**src/design/ftfc_pkg.sv**
```systemverilog
// ----------------------------------------------------------------------------
// ftfc_pkg
// shared constants, types and controller codes of the five-tuple flow counter
// ----------------------------------------------------------------------------
package ftfc_pkg;

  localparam int TABLE_ENTRIES = 1024;
  localparam int COUNT_BITS    = 32;
  localparam int IDX_BITS      = $clog2(TABLE_ENTRIES);
  localparam int USED_BITS     = $clog2(TABLE_ENTRIES + 1);
  localparam int KEY_A_BITS    = 64;
  localparam int KEY_P_BITS    = 40;

  localparam logic [7:0] PROTO_TCP = 8'd6;
  localparam logic [7:0] PROTO_UDP = 8'd17;

  typedef enum logic [2:0] {
    ST_IDLE,
    ST_READ,
    ST_CMP,
    ST_OUT
  } state_t;

  typedef struct packed {
    logic load;      // capture input beat, form key
    logic rd;        // issue read of scan slot
    logic step;      // advance scan slot
    logic hit_upd;   // write back incremented count of matched slot
    logic miss_upd;  // append or drop
    logic out_take;  // output beat accepted
  } cmd_t;

  typedef struct packed {
    logic scan_done;  // scan slot reached used count
    logic match;      // registered read data matches key
    logic out_valid;
  } stat_t;

endpackage

```
**src/design/ftfc_ctrl.sv**
```systemverilog
// ----------------------------------------------------------------------------
// ftfc_ctrl
// sequencer for the linear table scan, each slot read and then compared in turn
// ----------------------------------------------------------------------------
module ftfc_ctrl (
  input  logic             clk,
  input  logic             rst,
  input  logic             in_valid,
  output logic             in_ready,
  input  logic             out_ready,
  input  ftfc_pkg::stat_t  stat,
  output ftfc_pkg::cmd_t   cmd
);

  ftfc_pkg::state_t state, state_next;

  always_ff @(posedge clk) begin
    if (rst) begin
      state <= ftfc_pkg::ST_IDLE;
    end else begin
      state <= state_next;
    end
  end

  always_comb begin
    state_next = state;
    case (state)
      ftfc_pkg::ST_IDLE: begin
        if (in_valid) state_next = ftfc_pkg::ST_READ;
      end
      ftfc_pkg::ST_READ: begin
        if (stat.scan_done) state_next = ftfc_pkg::ST_OUT;
        else state_next = ftfc_pkg::ST_CMP;
      end
      ftfc_pkg::ST_CMP: begin
        if (stat.match) state_next = ftfc_pkg::ST_OUT;
        else state_next = ftfc_pkg::ST_READ;
      end
      ftfc_pkg::ST_OUT: begin
        if (out_ready) state_next = ftfc_pkg::ST_IDLE;
      end
      default: state_next = ftfc_pkg::ST_IDLE;
    endcase
  end

  always_comb begin
    cmd = '0;
    in_ready = 1'b0;
    case (state)
      ftfc_pkg::ST_IDLE: begin
        in_ready = 1'b1;
        cmd.load = in_valid;
      end
      ftfc_pkg::ST_READ: begin
        cmd.rd = !stat.scan_done;
        cmd.miss_upd = stat.scan_done;
      end
      ftfc_pkg::ST_CMP: begin
        cmd.hit_upd = stat.match;
        cmd.step = !stat.match;
      end
      ftfc_pkg::ST_OUT: begin
        cmd.out_take = out_ready;
      end
      default: ;
    endcase
  end

endmodule

```
**config.mk**
```make
export PLATFORM = sky130hd
export DESIGN_NAME = ftfc_ctrl
export DESIGN_NICKNAME = d
export VERILOG_FILES = /design/src/design/ftfc_pkg.sv /design/src/design/ftfc_ctrl.sv
export SDC_FILE = /design/constraint.sdc
export NUM_CORES = 1
export LEC_CHECK = 0
export BUFFER_PORTS_ARGS = -buffer_cell sky130_fd_sc_hd__buf_2
export CAP_MARGIN = 20
export CORE_AREA = 2 2 39 41
export CTS_BUF_LIST = sky130_fd_sc_hd__clkbuf_8
export DETAILED_ROUTE_END_ITERATION = 10
export DIE_AREA = 0 0 41 43
export GPL_ROUTABILITY_DRIVEN = 0
export GPL_TIMING_DRIVEN = 0
export SETUP_SLACK_MARGIN = 0.2
export SLEW_MARGIN = 20
export SYNTH_ARGS = -nofsm -noshare
export SYNTH_HDL_FRONTEND = slang
export SYNTH_SLANG_ARGS = --single-unit
```
**constraint.sdc**
```tcl
create_clock -name clk -period 0.9 [get_ports clk]
set_input_delay 0.045 -clock clk [delete_from_list [all_inputs] [get_ports clk]]
set_output_delay 0.045 -clock clk [all_outputs]
set_load 0.01 [all_outputs]
```
==> After elaboration in Yosys (flattened, before gate mapping) <==
Cells that the tools add are included.
{ "word_totals": {"register_bits": 3, "inputBits": 7, "out_inout_bits": 7, "wordCells": 21} }
{ "op_classes": {"n_eq_ne": 5, "muxes": 11, "reduce_logical": 4} }
{ "op_table": {"columns": ["cell", "n"], "rows": [
  ["3-bit case mux with 4 select lines", 1],
  ["3-bit by 2-bit equality test with 1-bit output, second input constant", 2],
  ["1-bit two-way mux", 6],
  ["3-bit two-way mux", 2],
  ["2-bit two-way mux", 2],
  ["2-bit inequality test, second input constant", 2],
  ["3-bit by 1-bit equality test with 1-bit output, second input constant", 1],
  ["3-bit zero test", 1],
  ["1-bit zero test", 2],
  ["2-bit AND reduction", 1]
]} }

==> Longest topological paths before layout <==
{ "depth": {"ltp_word": 3, "ltp_mapped": 4, "mapped_depth_nobuf": 3} }

==> Worst setup path before layout <==
Ideal clock, no wire load.
{ "synth_timing": {"path_type": "flip-flop to output port", "startpoint": "reg state[0]", "endpoint": "out cmd[5] (netlist bit)", "arrival_time_ns": 0.827, "required_ns": 0.855, "setup_slack_ns": 0.028, "path_stages_with_launch": 4, "path_cell_list": "dfxtp_1 -> buf_2 -> nor2_1 -> and2_1"} }
{ "synth_lines": {"columns": ["element", "line_no", "text"], "rows": [
  ["start: declaration", "ftfc_ctrl.sv:15", "ftfc_pkg::state_t state, state_next;"],
  ["start signal: assignment", "ftfc_ctrl.sv:19", "state <= ftfc_pkg::ST_IDLE;"],
  ["start signal: assignment", "ftfc_ctrl.sv:21", "state <= state_next;"],
  ["end: declaration", "ftfc_ctrl.sv:12", "output ftfc_pkg::cmd_t cmd"]
]} }

==> impl_results.md <==
- Max Cap Viol: 0
- Rel. slew slack: 89.14%
- CTS Buf Count: 3
- Cell Area, Placed: 237.7 µm²
- Worst Path Required: 0.85 ns
- Largest net degree at the start of global routing: 6
- Cell internal pwr: 0.4869 mW
- CTS tree: built
- Min Hold Slack: 0.003605 ns
- Drt wl/cell: 9.481 µm
- Rows: 14
- Ys Warns: 0
- Die ar.: 0.001763 mm²
- # hold bufs at CTS: 0
- Power share of the clock group: 55.2%
- Post-layout nets: 47
- # diodes: 0
- Top reg by flops: state
- Final min period: roughly 1.1 ns
- RSZ-0062 raised after global routing: true
- Pwr/cell area: between 1500 and 2000 mW/mm²
- Endpoints failing hold: 0
- Drt first pass iters: 2
- Antenna violations before repair: 0
- Final ANT Viol Nets: 0
- CP max stage delay: 0.31 ns
- Sequential Power Share: between 15 and 20%
- H-tree Lvls: 1
- Util after Layout: a little over a quarter
- Total GRT Usage: 6.907%
- Avg Inst Size Synth: 8.100 µm²
- Seq/Total Area, Yosys: 26.02%
- Maximum clock frequency: 896.7 MHz
- Grt total ovfl: 0
- Syn Nets: 26
- Crit Path Category: reg2out
- IO Pins: 14
- Clk buf depth: 2
- Setup WS pre-CTS: -0.007096 ns
- Worst Tran Pin Value: roughly 0.16 ns
- Largest register FFs: 2
- Multi-input gate area: approximately 120 µm²
- Crit-path cells: buf_6 -> buf_6 -> nor3b_2 -> buf_2
- Setup crit end kind: output port
- Layout area overhead: 143.9%
- Post-synth EDFFs: 0
- Non-Filler Instances: 54
- Type of the most critical hold path: in2reg
- DR iter-0 viols: 1
- Crit-path slowest cell: dfxtp_2
- Finished Cell Area: roughly 380 µm²
- Switching Power: 0.1527 mW
- Cell taking the most area after synthesis: dfxtp_1
- Top post-synthesis cells by count: dfxtp_1, nand2_2, nor3b_1
- Setup TNS: -0.9706 ns
- Most Frequent Cell on Critical Path: buf_6
- Port Buf Inserts: 12
- VDD IR max: 0.2797 mV
- Clock Sink Count: 2
- Yosys top cell area share: 26.02%
- CP max FO: 3
- Share of cells above drive strength 1: 92.11%
- Clock slew at reported path FFs: 0.03 ns
- Violated checks: setup timing
- Fillers: 150
- Vias in the first global route: 199
- Via Count: 208
- Largest cells by area after synthesis: dfxtp_1, nor3b_1, nand2_2, buf_6, and3b_2
- Critical path startpoint category: flip-flop
- Placed cells: 47
- Die Height: 43 µm
- Later-pin clock latency in the skew report: 0.21 ns
- Combinational Power Share: between 20 and 30%
- Mapped Area: 153.9 µm²
- Register area: 42.54 µm²
- FFs w/ async S/R, synth: 0%
- Endpoints failing setup: 9
- Core Region: 0.001384 mm²
- CP arrival: 1.07 ns
- Drt via density: 3.852
- Post-Synthesis Cells: 19
- Lkg Pwr: 0.1843 nW
- Root buf cell: clkbuf_8
- Final WL: 512 µm
- Status: finished with violations
- Largest registers: state (2)
- DRC: 0
- Sw Ratio: 23.87%
- Main synth FF type: dfxtp_1
- Starting Density: between 10% and 20%
- Fin. max-slew vios: 0
- First-pass GRT wire length: between 700 and 800 µm
- Clk_skew: 0.0007205 ns
- Synth cell types: 16
- Fin worst setup slack: -0.2153 ns
- Final worst-path cycle share: 123.9%
- Design Power: between 0.6 and 0.7 mW
- Yosys reg bits: 2
- Die Width: around 41 µm
metal layers:
| metal | wire [µm] | part of all wire [%] | vias up | track usage [%] |
|---|---|---|---|---|
| li1 | - | - | 104 | - |
| met1 | 174 | 34 | 94 | 7.643 |
| met2 | 294 | 57 | 8 | 10.31 |
| met3 | 28 | 5.5 | 2 | 0 |
| met4 | 14 | 2.7 | 0 | 8.000 |
| met5 | 0 | 0 | - | 0 |
placed cells by master, fill, tap and decap left out, drive strengths merged:
| cell type | netlist | layout |
|---|---|---|
| nor3 | 1 | 1 |
| and3b | 1 | 1 |
| or2 | 1 | 1 |
| nor2 | 1 | 1 |
| nor3b | 2 | 2 |
| inv | 1 | 1 |
| a211oi | 1 | 1 |
| o21ai | 1 | 1 |
| and2 | 1 | 1 |
| dfxtp | 2 | 2 |
| buf | 2 | 18 |
| clkbuf | 0 | 3 |
| a21oi | 1 | 1 |
| nand2 | 3 | 3 |
| and3 | 1 | 1 |
power by group through the flow:
stage / Sequential [mW] / Clock [mW] / Combinational, mW
finish: 0.108 / 0.353 / 0.179
global route: 0.108 / 0.362 / 0.197
CTS: 0.107 / 0.363 / 0.167
detailed placement: 0.102 / 0 / 0.117
global placement: 0.102 / 0 / 0.116
floorplan: 0.102 / 0 / 0.0757
area by class of cell:
cell class	instances	area share, %
sequential	2	11.33
multi-input combinational	14	32.33
clock buffer	3	11.00
inverter	1	1.000
timing repair buffer	16	33.00
buffer	2	6.000
tap	16	5.333
path summary, 6_finish.rpt:
path	depth (start not counted)	slack, ns	end	startpoint
min	2	0.004	state[1]$_SDFFE_PP0P_	rst
min reg2reg	2	0.54	state[0]$_SDFFE_PP0P_	state[0]$_SDFFE_PP0P_
max reg2reg	6	-0.14	state[0]$_SDFFE_PP0P_	state[1]$_SDFFE_PP0P_
max	4	-0.22	cmd[4]	state[1]$_SDFFE_PP0P_
critical path, delay by kind of cell (launching register included):
kind,cells,cell delay [ns]
buffers and inverters,3,0.38
flip-flops,1,0.31
AND/OR/NAND/NOR,1,0.17
repair_timing:
item / CTS / global route
pin swaps: 3 / 3
setup endpoints to repair: 9 / 9
cloned: 2 / 0
resized for setup: 14 / 5
setup buffers: 2 / 0
kinds of logic (layout without fill, tap and decap cells):
| kind of cell | count (synthesis) | after routing | share of synthesized area [%] |
|---|---|---|---|
| compound gates | 3 | 3 | 13.82 |
| buf+inv | 3 | 22 | 13.00 |
| flops | 2 | 2 | 26.02 |
| simple gates | 11 | 11 | 47.15 |
No activity file was read; power rests on OpenSTA's default activity.
